===== src/rtl/core/cbb_pkg.sv =====
`default_nettype none
package cbb_pkg;

  // Default sizing of the slot table and of the byte counters.
  localparam int SLOTS_DEF     = 32;
  localparam int SIZE_BITS_DEF = 24;

  // Fixed field widths of the words on the ports.
  localparam int FIELD_W    = 24;
  localparam int SLOT_W     = 5;
  localparam int CFG_ADDR_W = 2;
  localparam int LOAD_W     = 7;

  // Widest byte counter and widest slot compare the design supports.
  localparam int SIZE_MAX_W = 40;
  localparam int SLOT_CMP_W = 11;

  // Load limit is a percentage.
  localparam int LOAD_SCALE = 100;

  // Register reset values, truncated to the counter width where they are used.
  localparam logic [SIZE_MAX_W-1:0] BUDGET_RST   = 40'd131072;
  localparam logic [SIZE_MAX_W-1:0] MAX_SIZE_RST = 40'd8500;
  localparam logic [LOAD_W-1:0]     MAX_LOAD_RST = 7'd60;

  typedef enum logic [CFG_ADDR_W-1:0] {
    CFG_BYTE_BUDGET   = 2'd0,
    CFG_MAX_ITEM_SIZE = 2'd1,
    CFG_MAX_LOAD      = 2'd2
  } cfg_idx_t;

  typedef enum logic [1:0] {
    REQ_TOUCH   = 2'd0,
    REQ_ROOM    = 2'd1,
    REQ_INSTALL = 2'd2,
    REQ_FULL    = 2'd3
  } req_kind_t;

  typedef enum logic [2:0] {
    STS_TOUCHED    = 3'd0,
    STS_ROOM_READY = 3'd1,
    STS_VICTIM     = 3'd2,
    STS_TOO_BIG    = 3'd3,
    STS_LOAD_OVER  = 3'd4,
    STS_INSTALLED  = 3'd5
  } sts_t;

  // Request and result words.
  typedef struct packed {
    logic [1:0]         req_type;
    logic [SLOT_W-1:0]  slot;
    logic [FIELD_W-1:0] item_size;
  } req_t;

  typedef struct packed {
    logic [2:0]         status;
    logic [SLOT_W-1:0]  victim_slot;
    logic [FIELD_W-1:0] freed_bytes;
    logic [FIELD_W-1:0] bytes_in_use;
    logic               last;
  } rsp_t;

  // Datapath operations selected by the control word.
  typedef enum logic [3:0] {
    OP_NOP,
    OP_CLEAR,
    OP_ACCEPT,
    OP_RD_SLOT,
    OP_TOUCH_WR,
    OP_INST_SUB,
    OP_INST_ADD,
    OP_SWEEP_START,
    OP_SWEEP,
    OP_N_CLR,
    OP_N_INC
  } op_t;

  // Branch conditions tested by the sequencer.
  typedef enum logic [3:0] {
    C_NONE,
    C_ALWAYS,
    C_CNT_LAST,
    C_LOAD_OVER,
    C_TOO_BIG,
    C_FITS,
    C_N_FULL,
    C_SWEEP_DONE,
    C_VICTIM
  } cond_t;

  localparam int PC_W = 5;

  // Program addresses.
  localparam logic [PC_W-1:0] P_CLR    = 5'd0;
  localparam logic [PC_W-1:0] P_IDLE   = 5'd1;
  localparam logic [PC_W-1:0] P_CHK    = 5'd2;
  localparam logic [PC_W-1:0] P_DSP    = 5'd3;
  localparam logic [PC_W-1:0] P_LOAD   = 5'd4;
  localparam logic [PC_W-1:0] P_TCH0   = 5'd5;
  localparam logic [PC_W-1:0] P_TCH1   = 5'd6;
  localparam logic [PC_W-1:0] P_TCH2   = 5'd7;
  localparam logic [PC_W-1:0] P_INS0   = 5'd8;
  localparam logic [PC_W-1:0] P_INS1   = 5'd9;
  localparam logic [PC_W-1:0] P_INS2   = 5'd10;
  localparam logic [PC_W-1:0] P_INS3   = 5'd11;
  localparam logic [PC_W-1:0] P_RM0    = 5'd12;
  localparam logic [PC_W-1:0] P_RM1    = 5'd13;
  localparam logic [PC_W-1:0] P_RM2    = 5'd14;
  localparam logic [PC_W-1:0] P_RM3    = 5'd15;
  localparam logic [PC_W-1:0] P_RM4    = 5'd16;
  localparam logic [PC_W-1:0] P_FL0    = 5'd17;
  localparam logic [PC_W-1:0] P_FL1    = 5'd18;
  localparam logic [PC_W-1:0] P_FL2    = 5'd19;
  localparam logic [PC_W-1:0] P_READY  = 5'd20;
  localparam logic [PC_W-1:0] P_TOOBIG = 5'd21;

  // One control word per program step.
  typedef struct packed {
    op_t             op;
    logic            wait_in;
    logic            emit;
    sts_t            sts;
    logic            last;
    logic            use_victim;
    logic            dispatch;
    logic            hold;
    cond_t           c1;
    logic [PC_W-1:0] t1;
    cond_t           c2;
    logic [PC_W-1:0] t2;
  } uword_t;

  // Control word plus the step-advance strobe, sequencer to datapath.
  typedef struct packed {
    uword_t uw;
    logic   go;
  } step_ctl_t;

  // Condition flags, datapath to sequencer.
  typedef struct packed {
    logic [1:0] req_kind;
    logic       cnt_last;
    logic       load_over;
    logic       too_big;
    logic       fits;
    logic       n_full;
    logic       sweep_done;
    logic       victim;
    logic       out_free;
  } flags_t;

  // Entry step of each request kind.
  function automatic logic [PC_W-1:0] dispatch_pc(input logic [1:0] kind);
    logic [PC_W-1:0] tgt;
    case (kind)
      REQ_TOUCH:   tgt = P_TCH0;
      REQ_ROOM:    tgt = P_RM0;
      REQ_INSTALL: tgt = P_INS0;
      REQ_FULL:    tgt = P_FL0;
      default:     tgt = P_IDLE;
    endcase
    return tgt;
  endfunction

  // Control store.
  function automatic uword_t ucode(input logic [PC_W-1:0] pc);
    uword_t uw;
    uw = '0;
    case (pc)
      P_CLR: begin
        uw.op = OP_CLEAR;
        uw.c1 = C_CNT_LAST;
        uw.t1 = P_IDLE;
        uw.hold = 1'b1;
      end
      P_IDLE: begin
        uw.op = OP_ACCEPT;
        uw.wait_in = 1'b1;
      end
      P_CHK: begin
        uw.c1 = C_LOAD_OVER;
        uw.t1 = P_LOAD;
      end
      P_DSP: begin
        uw.dispatch = 1'b1;
      end
      P_LOAD: begin
        uw.emit = 1'b1;
        uw.sts = STS_LOAD_OVER;
        uw.last = 1'b1;
        uw.c1 = C_ALWAYS;
        uw.t1 = P_IDLE;
      end
      P_TCH0: begin
        uw.op = OP_RD_SLOT;
      end
      P_TCH1: begin
        uw.op = OP_TOUCH_WR;
      end
      P_TCH2: begin
        uw.emit = 1'b1;
        uw.sts = STS_TOUCHED;
        uw.last = 1'b1;
        uw.c1 = C_ALWAYS;
        uw.t1 = P_IDLE;
      end
      P_INS0: begin
        uw.op = OP_RD_SLOT;
      end
      P_INS1: begin
        uw.op = OP_INST_SUB;
      end
      P_INS2: begin
        uw.op = OP_INST_ADD;
      end
      P_INS3: begin
        uw.emit = 1'b1;
        uw.sts = STS_INSTALLED;
        uw.last = 1'b1;
        uw.c1 = C_ALWAYS;
        uw.t1 = P_IDLE;
      end
      P_RM0: begin
        uw.op = OP_N_CLR;
        uw.c1 = C_TOO_BIG;
        uw.t1 = P_TOOBIG;
      end
      P_RM1: begin
        uw.c1 = C_FITS;
        uw.t1 = P_READY;
        uw.c2 = C_N_FULL;
        uw.t2 = P_TOOBIG;
      end
      P_RM2: begin
        uw.op = OP_SWEEP_START;
      end
      P_RM3: begin
        uw.op = OP_SWEEP;
        uw.c1 = C_SWEEP_DONE;
        uw.t1 = P_TOOBIG;
        uw.c2 = C_VICTIM;
        uw.t2 = P_RM4;
        uw.hold = 1'b1;
      end
      P_RM4: begin
        uw.op = OP_N_INC;
        uw.emit = 1'b1;
        uw.sts = STS_VICTIM;
        uw.use_victim = 1'b1;
        uw.c1 = C_ALWAYS;
        uw.t1 = P_RM1;
      end
      P_FL0: begin
        uw.op = OP_SWEEP_START;
      end
      P_FL1: begin
        uw.op = OP_SWEEP;
        uw.c1 = C_SWEEP_DONE;
        uw.t1 = P_READY;
        uw.c2 = C_VICTIM;
        uw.t2 = P_FL2;
        uw.hold = 1'b1;
      end
      P_FL2: begin
        uw.emit = 1'b1;
        uw.sts = STS_VICTIM;
        uw.use_victim = 1'b1;
        uw.last = 1'b1;
        uw.c1 = C_ALWAYS;
        uw.t1 = P_IDLE;
      end
      P_READY: begin
        uw.emit = 1'b1;
        uw.sts = STS_ROOM_READY;
        uw.last = 1'b1;
        uw.c1 = C_ALWAYS;
        uw.t1 = P_IDLE;
      end
      P_TOOBIG: begin
        uw.emit = 1'b1;
        uw.sts = STS_TOO_BIG;
        uw.last = 1'b1;
        uw.c1 = C_ALWAYS;
        uw.t1 = P_IDLE;
      end
      default: begin
        uw.c1 = C_ALWAYS;
        uw.t1 = P_IDLE;
      end
    endcase
    return uw;
  endfunction

endpackage
`default_nettype wire


===== src/rtl/core/clock_replacement_byte_budget_core.sv =====
// Second-chance (clock) slot replacement under a byte budget. Each request word
// produces one or more result words, the final one marked by last; a make-room
// request yields one victim word per eviction before its closing word. A small
// microprogram steps a single slot table (one write and one registered read per
// cycle), so timing is set by that table. A full-table or make-room request
// lasts longer for each slot the hand passes over, and a make-room request also
// for each victim. One victim search passes at most 2*SLOTS slots. Stalls on
// the result side lengthen a request. Results wait in an output register, and
// the next request is taken while the last result is still pending. After
// reset the table is cleared one slot per cycle, and no request is taken
// until the clear is done; configuration writes are taken at any time and
// belong only in idle periods.
`default_nettype none
module clock_replacement_byte_budget_core #(
  parameter int SLOTS     = cbb_pkg::SLOTS_DEF,
  parameter int SIZE_BITS = cbb_pkg::SIZE_BITS_DEF
) (
  input  logic                           clk,
  input  logic                           rst,
  input  logic                           req_valid,
  output logic                           req_ready,
  input  cbb_pkg::req_t                  req,
  output logic                           rsp_valid,
  input  logic                           rsp_ready,
  output cbb_pkg::rsp_t                  rsp,
  input  logic                           cfg_we,
  input  logic [cbb_pkg::CFG_ADDR_W-1:0] cfg_addr,
  input  logic [cbb_pkg::FIELD_W-1:0]    cfg_wdata
);
  import cbb_pkg::*;

  step_ctl_t ctl;
  flags_t    flags;

  // Microprogram sequencer.
  cbb_seq u_seq (
    .clk      (clk),
    .rst      (rst),
    .req_valid(req_valid),
    .flags    (flags),
    .ctl      (ctl)
  );

  // Slot table, counters and result register.
  cbb_dp #(
    .SLOTS    (SLOTS),
    .SIZE_BITS(SIZE_BITS)
  ) u_dp (
    .clk      (clk),
    .rst      (rst),
    .ctl      (ctl),
    .req      (req),
    .cfg_we   (cfg_we),
    .cfg_addr (cfg_addr),
    .cfg_wdata(cfg_wdata),
    .rsp_ready(rsp_ready),
    .flags    (flags),
    .rsp_valid(rsp_valid),
    .rsp      (rsp)
  );

  // A request word is taken only in the idle step of the program.
  assign req_ready = ctl.uw.wait_in;

`ifndef ASSERT_OFF
  // Once a word is taken the block is busy in the next cycle.
  a_busy_after_accept: assert property (@(posedge clk) disable iff (rst)
    req_valid && req_ready |=> !req_ready)
    else $error("request taken while previous one still in progress");

  // Only a victim word can be followed by more words of the same request.
  a_final_unless_victim: assert property (@(posedge clk) disable iff (rst)
    rsp_valid && rsp.status != STS_VICTIM |-> rsp.last)
    else $error("non-victim result not marked last");

  // Victim fields are zero on every result other than an eviction.
  a_victim_fields_zero: assert property (@(posedge clk) disable iff (rst)
    rsp_valid && rsp.status != STS_VICTIM |-> rsp.victim_slot == '0 && rsp.freed_bytes == '0)
    else $error("victim fields set on a non-victim result");
`endif

endmodule
`default_nettype wire


===== src/rtl/core/cbb_ram.sv =====
`default_nettype none
module cbb_ram #(
  parameter int WIDTH = 8,
  parameter int DEPTH = 32
) (
  input  logic                     clk,
  input  logic                     we,
  input  logic [$clog2(DEPTH)-1:0] waddr,
  input  logic [WIDTH-1:0]         wdata,
  input  logic [$clog2(DEPTH)-1:0] raddr,
  output logic [WIDTH-1:0]         rdata
);

  logic [WIDTH-1:0] mem [DEPTH];

  // One write port and one registered read port; a read of the address being
  // written returns the old contents.
  always_ff @(posedge clk) begin
    if (we) begin
      mem[waddr] <= wdata;
    end
    rdata <= mem[raddr];
  end

endmodule
`default_nettype wire


===== src/rtl/core/cbb_seq.sv =====
`default_nettype none
module cbb_seq (
  input  logic               clk,
  input  logic               rst,
  input  logic               req_valid,
  input  cbb_pkg::flags_t    flags,
  output cbb_pkg::step_ctl_t ctl
);
  import cbb_pkg::*;

  logic [PC_W-1:0] pc;
  logic [PC_W-1:0] pc_next;
  uword_t          uw;
  logic            stall;

  function automatic logic cond_hit(input cond_t c, input flags_t f);
    logic hit;
    case (c)
      C_NONE:       hit = 1'b0;
      C_ALWAYS:     hit = 1'b1;
      C_CNT_LAST:   hit = f.cnt_last;
      C_LOAD_OVER:  hit = f.load_over;
      C_TOO_BIG:    hit = f.too_big;
      C_FITS:       hit = f.fits;
      C_N_FULL:     hit = f.n_full;
      C_SWEEP_DONE: hit = f.sweep_done;
      C_VICTIM:     hit = f.victim;
      default:      hit = 1'b0;
    endcase
    return hit;
  endfunction

  // Step counter.
  always_ff @(posedge clk) begin
    if (rst) begin
      pc <= P_CLR;
    end else begin
      pc <= pc_next;
    end
  end

  // Fetch the control word, then pick the next step: a step waits for an
  // input word or for room in the result register, then branches.
  always_comb begin
    uw = ucode(pc);
    stall = (uw.wait_in && !req_valid) || (uw.emit && !flags.out_free);
    pc_next = pc + 1'b1;
    if (stall) begin
      pc_next = pc;
    end else if (uw.dispatch) begin
      pc_next = dispatch_pc(flags.req_kind);
    end else if (cond_hit(uw.c1, flags)) begin
      pc_next = uw.t1;
    end else if (cond_hit(uw.c2, flags)) begin
      pc_next = uw.t2;
    end else if (uw.hold) begin
      pc_next = pc;
    end
    ctl.uw = uw;
    ctl.go = !stall;
  end

endmodule
`default_nettype wire


===== src/rtl/core/cbb_dp.sv =====
`default_nettype none
module cbb_dp #(
  parameter int SLOTS     = cbb_pkg::SLOTS_DEF,
  parameter int SIZE_BITS = cbb_pkg::SIZE_BITS_DEF
) (
  input  logic                             clk,
  input  logic                             rst,
  input  cbb_pkg::step_ctl_t               ctl,
  input  cbb_pkg::req_t                    req,
  input  logic                             cfg_we,
  input  logic [cbb_pkg::CFG_ADDR_W-1:0]   cfg_addr,
  input  logic [cbb_pkg::FIELD_W-1:0]      cfg_wdata,
  input  logic                             rsp_ready,
  output cbb_pkg::flags_t                  flags,
  output logic                             rsp_valid,
  output cbb_pkg::rsp_t                    rsp
);
  import cbb_pkg::*;

  localparam int SW      = SIZE_BITS;
  localparam int AW      = $clog2(SLOTS);
  localparam int CW      = $clog2(2 * SLOTS + 1);
  localparam int NW      = $clog2(SLOTS + 1);
  localparam int LW      = $clog2(128 * SLOTS + 1);
  localparam int RW      = SW + 2;
  localparam int OCC_BIT = SW + 1;
  localparam int REF_BIT = SW;

  uword_t uw;
  logic   go;

  // Configuration registers.
  logic [SW-1:0]     budget;
  logic [SW-1:0]     max_item;
  logic [LOAD_W-1:0] max_load;

  // Block state.
  req_t          req_r;
  logic [AW-1:0] hand;
  logic [SW-1:0] bytes_used;
  logic [NW-1:0] entries_used;
  logic [CW-1:0] cnt;
  logic [NW-1:0] n_cnt;
  logic [AW-1:0] victim_r;
  logic [SW-1:0] freed_r;

  // Slot table port signals.
  logic          ram_we;
  logic [AW-1:0] ram_waddr;
  logic [RW-1:0] ram_wdata;
  logic [AW-1:0] ram_raddr;
  logic [RW-1:0] rd_data;

  logic                  rd_occ;
  logic                  rd_ref;
  logic [SW-1:0]         rd_len;
  logic [SLOT_CMP_W-1:0] slot_wide;
  logic                  slot_ok;
  logic [AW-1:0]         slot_addr;
  logic [SIZE_MAX_W-1:0] size_wide;
  logic [SW-1:0]         size_m;
  logic [SIZE_MAX_W-1:0] cfg_wide;
  logic [AW-1:0]         hand_inc;
  logic [SW-1:0]         bytes_less;
  logic [SW:0]           bytes_sum;
  logic [SW-1:0]         bytes_sat;
  logic                  sweep_done;
  logic                  victim_hit;
  logic [LW-1:0]         load_lhs;
  logic [LW-1:0]         load_rhs;
  logic [SLOT_CMP_W-1:0] victim_wide;
  logic [SIZE_MAX_W-1:0] freed_wide;
  logic [SIZE_MAX_W-1:0] bytes_wide;

  assign uw = ctl.uw;
  assign go = ctl.go;

  // Field decode of the table entry and of the held request.
  assign rd_occ    = rd_data[OCC_BIT];
  assign rd_ref    = rd_data[REF_BIT];
  assign rd_len    = rd_data[SW-1:0];
  assign slot_wide = SLOT_CMP_W'(req_r.slot);
  assign slot_ok   = slot_wide < SLOT_CMP_W'(SLOTS);
  assign slot_addr = slot_wide[AW-1:0];
  assign size_wide = SIZE_MAX_W'(req_r.item_size);
  assign size_m    = size_wide[SW-1:0];
  assign cfg_wide  = SIZE_MAX_W'(cfg_wdata);

  // Clock hand advance with wrap.
  assign hand_inc = (hand == AW'(SLOTS - 1)) ? '0 : hand + 1'b1;

  // Byte counter arithmetic: release with floor at zero, add with saturation.
  assign bytes_less = (bytes_used > rd_len) ? bytes_used - rd_len : '0;
  assign bytes_sum  = {1'b0, bytes_used} + {1'b0, size_m};
  assign bytes_sat  = bytes_sum[SW] ? '1 : bytes_sum[SW-1:0];

  // Sweep status: the hand has made two full turns, or sits on a slot to evict.
  assign sweep_done = cnt == CW'(2 * SLOTS);
  assign victim_hit = rd_occ && !rd_ref;

  // Load check without division: entries*100/SLOTS > limit exactly when
  // entries*100 >= (limit+1)*SLOTS.
  assign load_lhs = LW'(entries_used) * LW'(LOAD_SCALE);
  assign load_rhs = (LW'(max_load) + LW'(1)) * LW'(SLOTS);

  always_comb begin
    flags.req_kind   = req_r.req_type;
    flags.cnt_last   = cnt == CW'(SLOTS - 1);
    flags.load_over  = load_lhs >= load_rhs;
    flags.too_big    = (size_m > max_item) || (size_m > budget);
    flags.fits       = {1'b0, budget} >= bytes_sum;
    flags.n_full     = n_cnt == NW'(SLOTS);
    flags.sweep_done = sweep_done;
    flags.victim     = victim_hit;
    flags.out_free   = !rsp_valid || rsp_ready;
  end

  // Slot table addressing and write data per operation.
  always_comb begin
    ram_we    = 1'b0;
    ram_waddr = hand;
    ram_wdata = {1'b0, 1'b0, rd_len};
    ram_raddr = hand;
    case (uw.op)
      OP_CLEAR: begin
        ram_we    = 1'b1;
        ram_waddr = cnt[AW-1:0];
        ram_wdata = '0;
      end
      OP_RD_SLOT: begin
        ram_raddr = slot_addr;
      end
      OP_TOUCH_WR: begin
        ram_we    = slot_ok && rd_occ;
        ram_waddr = slot_addr;
        ram_wdata = {1'b1, 1'b1, rd_len};
      end
      OP_INST_SUB: begin
        ram_we    = slot_ok;
        ram_waddr = slot_addr;
        ram_wdata = {1'b1, 1'b1, size_m};
      end
      OP_SWEEP: begin
        // Read one slot ahead; a referenced slot keeps its entry with the
        // bit cleared, a victim is marked evicted.
        ram_raddr = hand_inc;
        ram_we    = !sweep_done && rd_occ;
        ram_wdata = {rd_ref, 1'b0, rd_len};
      end
      default: begin
        ram_raddr = hand;
      end
    endcase
    ram_we = ram_we && go;
  end

  cbb_ram #(
    .WIDTH(RW),
    .DEPTH(SLOTS)
  ) u_table (
    .clk  (clk),
    .we   (ram_we),
    .waddr(ram_waddr),
    .wdata(ram_wdata),
    .raddr(ram_raddr),
    .rdata(rd_data)
  );

  // Control state: configuration, counters, hand and result valid.
  always_ff @(posedge clk) begin
    if (rst) begin
      budget       <= BUDGET_RST[SW-1:0];
      max_item     <= MAX_SIZE_RST[SW-1:0];
      max_load     <= MAX_LOAD_RST;
      hand         <= '0;
      bytes_used   <= '0;
      entries_used <= '0;
      cnt          <= '0;
      rsp_valid    <= 1'b0;
    end else begin
      if (cfg_we) begin
        case (cfg_addr)
          CFG_BYTE_BUDGET:   budget   <= cfg_wide[SW-1:0];
          CFG_MAX_ITEM_SIZE: max_item <= cfg_wide[SW-1:0];
          CFG_MAX_LOAD:      max_load <= cfg_wdata[LOAD_W-1:0];
          default: begin
          end
        endcase
      end

      if (go) begin
        case (uw.op)
          OP_CLEAR: begin
            cnt <= cnt + 1'b1;
          end
          OP_INST_SUB: begin
            if (slot_ok) begin
              if (rd_occ) begin
                bytes_used <= bytes_less;
              end else begin
                entries_used <= entries_used + 1'b1;
              end
            end
          end
          OP_INST_ADD: begin
            if (slot_ok) begin
              bytes_used <= bytes_sat;
            end
          end
          OP_SWEEP_START: begin
            cnt <= '0;
          end
          OP_SWEEP: begin
            if (!sweep_done) begin
              if (victim_hit) begin
                bytes_used <= bytes_less;
                if (entries_used != '0) begin
                  entries_used <= entries_used - 1'b1;
                end
              end else begin
                hand <= hand_inc;
                cnt  <= cnt + 1'b1;
              end
            end
          end
          default: begin
          end
        endcase
      end

      if (go && uw.emit) begin
        rsp_valid <= 1'b1;
      end else if (rsp_ready) begin
        rsp_valid <= 1'b0;
      end
    end
  end

  assign victim_wide = SLOT_CMP_W'(victim_r);
  assign freed_wide  = SIZE_MAX_W'(freed_r);
  assign bytes_wide  = SIZE_MAX_W'(bytes_used);

  // Payload registers: held request, eviction count, last victim, result word.
  always_ff @(posedge clk) begin
    if (go && uw.op == OP_ACCEPT) begin
      req_r <= req;
    end
    if (go && uw.op == OP_N_CLR) begin
      n_cnt <= '0;
    end else if (go && uw.op == OP_N_INC) begin
      n_cnt <= n_cnt + 1'b1;
    end
    if (go && uw.op == OP_SWEEP && !sweep_done && victim_hit) begin
      victim_r <= hand;
      freed_r  <= rd_len;
    end
    if (go && uw.emit) begin
      rsp.status       <= uw.sts;
      rsp.victim_slot  <= uw.use_victim ? victim_wide[SLOT_W-1:0] : '0;
      rsp.freed_bytes  <= uw.use_victim ? freed_wide[FIELD_W-1:0] : '0;
      rsp.bytes_in_use <= bytes_wide[FIELD_W-1:0];
      rsp.last         <= uw.last;
    end
  end

endmodule
`default_nettype wire

===== config.mk =====
export PLATFORM = sky130hd
export DESIGN_NAME = clock_replacement_byte_budget_core
export DESIGN_NICKNAME = d
export VERILOG_FILES = /design/src/rtl/core/cbb_pkg.sv /design/src/rtl/core/clock_replacement_byte_budget_core.sv /design/src/rtl/core/cbb_ram.sv /design/src/rtl/core/cbb_seq.sv /design/src/rtl/core/cbb_dp.sv
export SDC_FILE = /design/constraint.sdc
export NUM_CORES = 2
export LEC_CHECK = 0
export ABC_CLOCK_PERIOD_IN_PS = 7000
export BUFFER_PORTS_ARGS = -buffer_cell sky130_fd_sc_hd__buf_2
export CAP_MARGIN = 30
export CORE_MARGIN = 2
export CORE_UTILIZATION = 45
export CTS_CLUSTER_DIAMETER = 100
export CTS_CLUSTER_SIZE = 10
export DETAILED_ROUTE_END_ITERATION = 7
export PLACE_DENSITY_LB_ADDON = 0.12
export SYNTH_ARGS = -nofsm -noshare
export SYNTH_HDL_FRONTEND = slang
export SYNTH_SLANG_ARGS = --single-unit

===== constraint.sdc =====
create_clock -name clk -period 7 [get_ports clk]
set_clock_uncertainty 0.1 [all_clocks]
set_input_delay 0.35 -clock clk [delete_from_list [all_inputs] [get_ports clk]]
set_output_delay 0.35 -clock clk [all_outputs]
set_load 0.03 [all_outputs]

# Yosys cells after proc, flatten, opt, wreduce, memory -nomap -nowiden
# Memory sizes are Yosys's and may differ from the RTL's. A register that Yosys moved wholly into a read port is not among the register bits.
# Cells that the tools add are included.
totals:
  reg_bits: 226
  ramBits: 832
  input_bits: 62
  wordCells: 198
  memories: 1
mem_list:
  columns: ["name", "depth", "word_bits", "read_ports", "rd_ports_with_merged_regs", "write_ports", "line", "text"]
  rows:
  - ["u_dp.u_table.mem", 32, 26, 1, 1, 1, "cbb_ram.sv:14", "logic [WIDTH-1:0] mem [DEPTH];"]
classes:
  n_addsub: 9
  multipliers: 1
  order_cmp: 6
  eq_ne: 65
  n_mux: 47
  bitwise: 3
  n_reduce_logical: 46
op_table:
  columns: ["op", "n"]
  rows:
  - ["$mux W24", 7]
  - ["$pmux W26 S4", 1]
  - ["$gt A24 B24 Y1", 3]
  - ["$pmux W24 S3", 1]
  - ["$pmux W8 S8", 1]
  - ["$eq A5 B4 Y1 const B", 8]
  - ["$pmux W4 S10", 1]
  - ["$eq A5 B5 Y1 const B", 7]
  - ["$eq A4 B3 Y1 const B", 8]
  - ["$mux W6", 5]
  - ["$pmux W9 S3", 1]
  - ["$add A24 B24 Y25", 1]
  - ["$ge A24 B25 Y1", 1]
  - ["$mux W5", 5]
  - ["$pmux W4 S6", 1]
  - ["$sub A24 B24 Y24", 1]
  - ["$pmux W7 S3", 1]
  - ["$eq A5 B3 Y1 const B", 4]
  - ["$pmux W5 S2", 2]
  - ["$pmux W5 S4", 1]
  - ["$eq A4 B2 Y1 const B", 4]
  - ["$eq A4 B4 Y1 const B", 4]
  - ["$pmux W1 S8", 2]
  - ["$mux W1", 14]
  - ["other kinds (42)", 93]

# Depth between registers and ports, before layout
logic_depth:
  word_depth: 13
  mapped_depth: 20
  ltp_nobuf: 20

# Hierarchy
# A second synthesis with hierarchy kept.
unflattened:
  cells_unflattened: 3476
  area_unflattened_um2: 47809.6
modules_own_cells:
  columns: ["mod", "n_inst", "cells_per_inst", "area_each_um2", "seq_area_each_um2"]
  rows:
  - ["cbb_ram", 1, 1848, 32961.6, 25504.5]
  - ["cbb_dp", 1, 1464, 13666.9, 5595.4]
  - ["cbb_seq", 1, 164, 1181.1, 100.1]

# Worst setup path before layout
# No wires, ideal clock.
synth_path:
  path_kind: "flip-flop to flip-flop"
  startpoint: "register u_seq.pc[2]"
  endpoint: "memory u_dp.u_table.mem[25][0] (netlist bit), enable pin"
  arrival_time_ns: 4.569
  slack_ns: 1.922
  stages_incl_launch_ff: 16
  synth_period_minus_slack_ns: 5.078
  cell_sequence: "dfxtp_1 > buf_2 > buf_1 > and3_1 > ha_1 > clkbuf_1 > a221o_1 > nor2_1 > o21a_1 > clkbuf_1 > a22oi_1 > o21ai_0 > nand3b_1 > or2_2 > clkbuf_1 > nor2_1"
synth_via:
  elab_chain_cells: 9
synth_rtl:
  columns: ["item", "line", "text"]
  rows:
  - ["start, declared", "cbb_seq.sv:11", "logic [PC_W-1:0] pc;"]
  - ["start signal, assigned", "cbb_seq.sv:38", "pc <= pc_next;"]
  - ["parallel branches: the longest is 9 deep, another holds $pmux W4 S10", null, null]
  - ["end, declared", "cbb_ram.sv:14", null]
# Several ways; the timed one is not identified.

# Final worst setup path
layout_path:
  startpoint: "register u_seq.pc[4]"
  endpoint: "memory u_dp.u_table.mem[31][9] (netlist bit), enable pin"
# The elaborated chain is that of the path after synthesis.

==> impl_metrics.json <==
{
  "status": "finished clean",
  "finalWorstSetupSlack_ps": 1400,
  "grt_max_degree": 157,
  "rsz0062_at_grt": "no",
  "slowest_stage": "dfxtp_1",
  "start_util_pct": 45.3,
  "yosys.area.top_type": "edfxtp_1",
  "area_growth_pct": 14.5,
  "synth_area_per_cell_sq_um": 13.5,
  "synth_area_leaders": "edfxtp_1 (60%), dfxtp_1 (5.7%), ha_1 (4.6%)",
  "clkSlewWorstSetupHoldPaths_ps": 60,
  "synth_cells": 3546,
  "synth-edff-count": 949,
  "die_height_um": 330,
  "async_flop_share_pct": 0,
  "gp_congestion": 0.866,
  "worstPathCellList": "inv_1 -> ha_1 -> a221o_1 -> nor2_1 -> o21a_1 -> buf_4 -> a22oi_1 -> o21ai_0 -> nand3b_1 -> nand2b_1 -> nor2_2 -> buf_4",
  "die_w_um": 330,
  "power.density_nw_per_um2": 327,
  "hpwl_um": 84400,
  "cts_tree": "done",
  "maxSlewHeadroom_pct": 30.0,
  "clk_path_buf_depth": 3,
  "drive_gt1_share_pct": 11.6,
  "synth_nets": 3788,
  "detail-route-antenna-nets": 0,
  "ys_warn_count": 0,
  "crit_buf_inv": 3,
  "core_sq_um": 105000,
  "finalSetupViolCount": 0,
  "max_freq_mhz": 179,
  "clk_latency_ps": 740,
  "crit_path_end_kind": "register",
  "port-buffer-count": 120,
  "cp_top_family": "simple AND/OR/NAND/NOR gates",
  "avgRoutedWirePerCell_um": 25.4,
  "num_rows": 119,
  "htreeDepth": 3,
  "period_share_pct": 80.0,
  "post-route-drc-count": 0,
  "p_leak_nw": 19.1,
  "grt_overflow_total": 0,
  "synthFlopType": "edfxtp_1",
  "cts_sinks": 1084,
  "grt_pass1_wl_um": 195000,
  "critPathRequiredTime_ps": 7270,
  "fin_nets": 3979,
  "drt_iter0_drc": 2617,
  "cp_slowest_stage_delay_ps": 840,
  "num_io_pins": 121,
  "finalHoldViolCount": 0,
  "die_area_sq_um": 109000,
  "drv_slew": 0,
  "cts_root_buf": "clkbuf_16",
  "ys_types": 89,
  "irDropWorstVdd_mv": 0.242,
  "hold_class": "primary input to register",
  "synth_most_common_cell": "edfxtp_1",
  "drt-total-wl_um": 133000,
  "synth_common_cells": "edfxtp_1 (949), nand2_1 (274), a211oi_1 (196)",
  "finalCriticalPeriod_ps": 5600,
  "grtUsageTotal_pct": 24.2,
  "cpMostUsedCell": "buf_4",
  "critPathArrivalTime_ps": 5870,
  "cts_resized": 0,
  "ys_seq_area_share_pct": 65.4,
  "worst_slew_pin_slew_ps": 1050,
  "fillers": 8889,
  "synth_area_sq_um": 47700,
  "numCtsBuffers": 118,
  "cap_violations": 0,
  "crit_type": "register to register",
  "crit_path_max_fanout": 39,
  "firstDrtPassIters": 7,
  "antenna_found_initial": 2,
  "via_count": 30380,
  "netlist.area_leader.share_pct": 59.7,
  "grt_pass1_vias": 30170,
  "vias_per_cell": 5.82,
  "fin_tns_setup_ps": 0,
  "pre_cts_ws_ps": 1610,
  "ys_seq_elements": 1084,
  "startpoint_type": "register"
}
## tightest hold or removal path: stages
cell,delay (ps)
buf_2,120
nor3b_2,50
buf_4,220
nand2_1,100
a21oi_1,50
## per-layer routing
metal	part of all wire [%]	GRT usage, %	wire length, um
met5	0.012	0	16
met4	2.6	6.86	3400
met3	6.1	4.86	8150
met2	47	39.7	62900
met1	44	32.7	58100
## final timing paths
path                          start                 endpoint  slack [ps]  cells past startpoint
setup reg to reg        u_seq.pc[4]  u_dp.u_table.mem[31][9]        1400                     12
setup / recovery        u_seq.pc[4]  u_dp.u_table.mem[31][9]        1400                     12
hold / removal          cfg_addr[0]          u_dp.budget[12]         120                      5
hold reg to reg   u_dp.max_item[22]        u_dp.max_item[22]         350                      2
## cell type report
cell class / count / area [sq um] / share of cell area [%]
flip-flops and latches: 1084 / 31200 / 57.1
multi-input cells: 2129 / 15500 / 28.3
clock buffers: 201 / 3290 / 6.01
repair buffers: 272 / 2300 / 4.21
well taps: 1391 / 1740 / 3.19
inverters: 132 / 508 / 0.930
clock inverters: 7 / 125 / 0.229
diodes: 5 / 12.5 / 0.0229
## where the power goes
group | leakage [nW] | internal [mW] | switching (mW)
sequential | 9.74 | 8.04 | 0.348
combinational | 7.72 | 1.16 | 2.71
clock | 1.62 | 3.16 | 2.47
## sequential cells by signal, indices dropped and copies added, names as in the netlist, 24 cells and up
| signal | count |
|---|---|
| u_dp.size_m | 24 |
| u_dp.u_table.mem | 832 |
| u_dp.budget | 24 |
| u_dp.max_item | 24 |
| u_dp.bytes_used | 24 |
| u_dp.freed_r | 24 |
| u_dp.rsp | 57 |
| u_dp.u_table.rdata | 26 |
## placed cells by master, fill, tap and decap left out, types with 9 or more instances in the layout
cell,n
buf_2,120
nor2b_1,19
or3_1,11
and3_1,168
inv_1,130
buf_4,67
nand2_1,271
nor3_1,44
o21ai_0,147
clkbuf_16,119
nand4_1,17
nand3b_1,9
o221ai_1,47
o21a_1,14
nand3_1,33
clkbuf_1,82
a22o_1,25
ha_1,176
a31oi_1,60
buf_16,10
edfxtp_1,949
nor2_4,32
a21o_1,33
nand2b_1,16
a211oi_1,196
a22oi_1,10
a21oi_1,188
o22ai_1,56
mux4_2,26
buf_12,16
o211ai_1,17
dfxtp_1,135
nor2_1,89
xnor2_1,45
dlygate4sd3_1,57
mux2i_1,173
and2_1,37
xor2_1,23
## logic make-up after synthesis
| group | Yosys count | share of synthesized area (%) |
|---|---|---|
| AND/OR/NAND/NOR | 794 | 8.29 |
| multiplexers | 202 | 4.93 |
| XOR/XNOR | 68 | 1.25 |
| adder cells (fa/ha/maj) | 180 | 4.78 |
| flip-flops | 1084 | 65.4 |
| buffers and inverters | 333 | 2.96 |
| AO/OA/AOI/OAI | 885 | 12.4 |
## timing repair
item,CTS,global route
hold endpoints to repair,90,0
setup buffers,0,0
hold buffers,57,0
## per-stage QoR
step           total power [mW]  util, %  std cells  hold WS, ps  area, sq um
3_3_place_gp               12.2     47.6       4927          344        50100
2_1_floorplan              10.6        -       3546          331        47700
6_report                   17.9     51.9       5221          120        54600
5_1_grt                    18.6     51.9       5216          121        54600
4_1_cts                    18.0     51.8       5214         87.8        54600
3_5_place_dp               12.3     48.1       4949          346        50600
(Power assumes the default switching activity.)
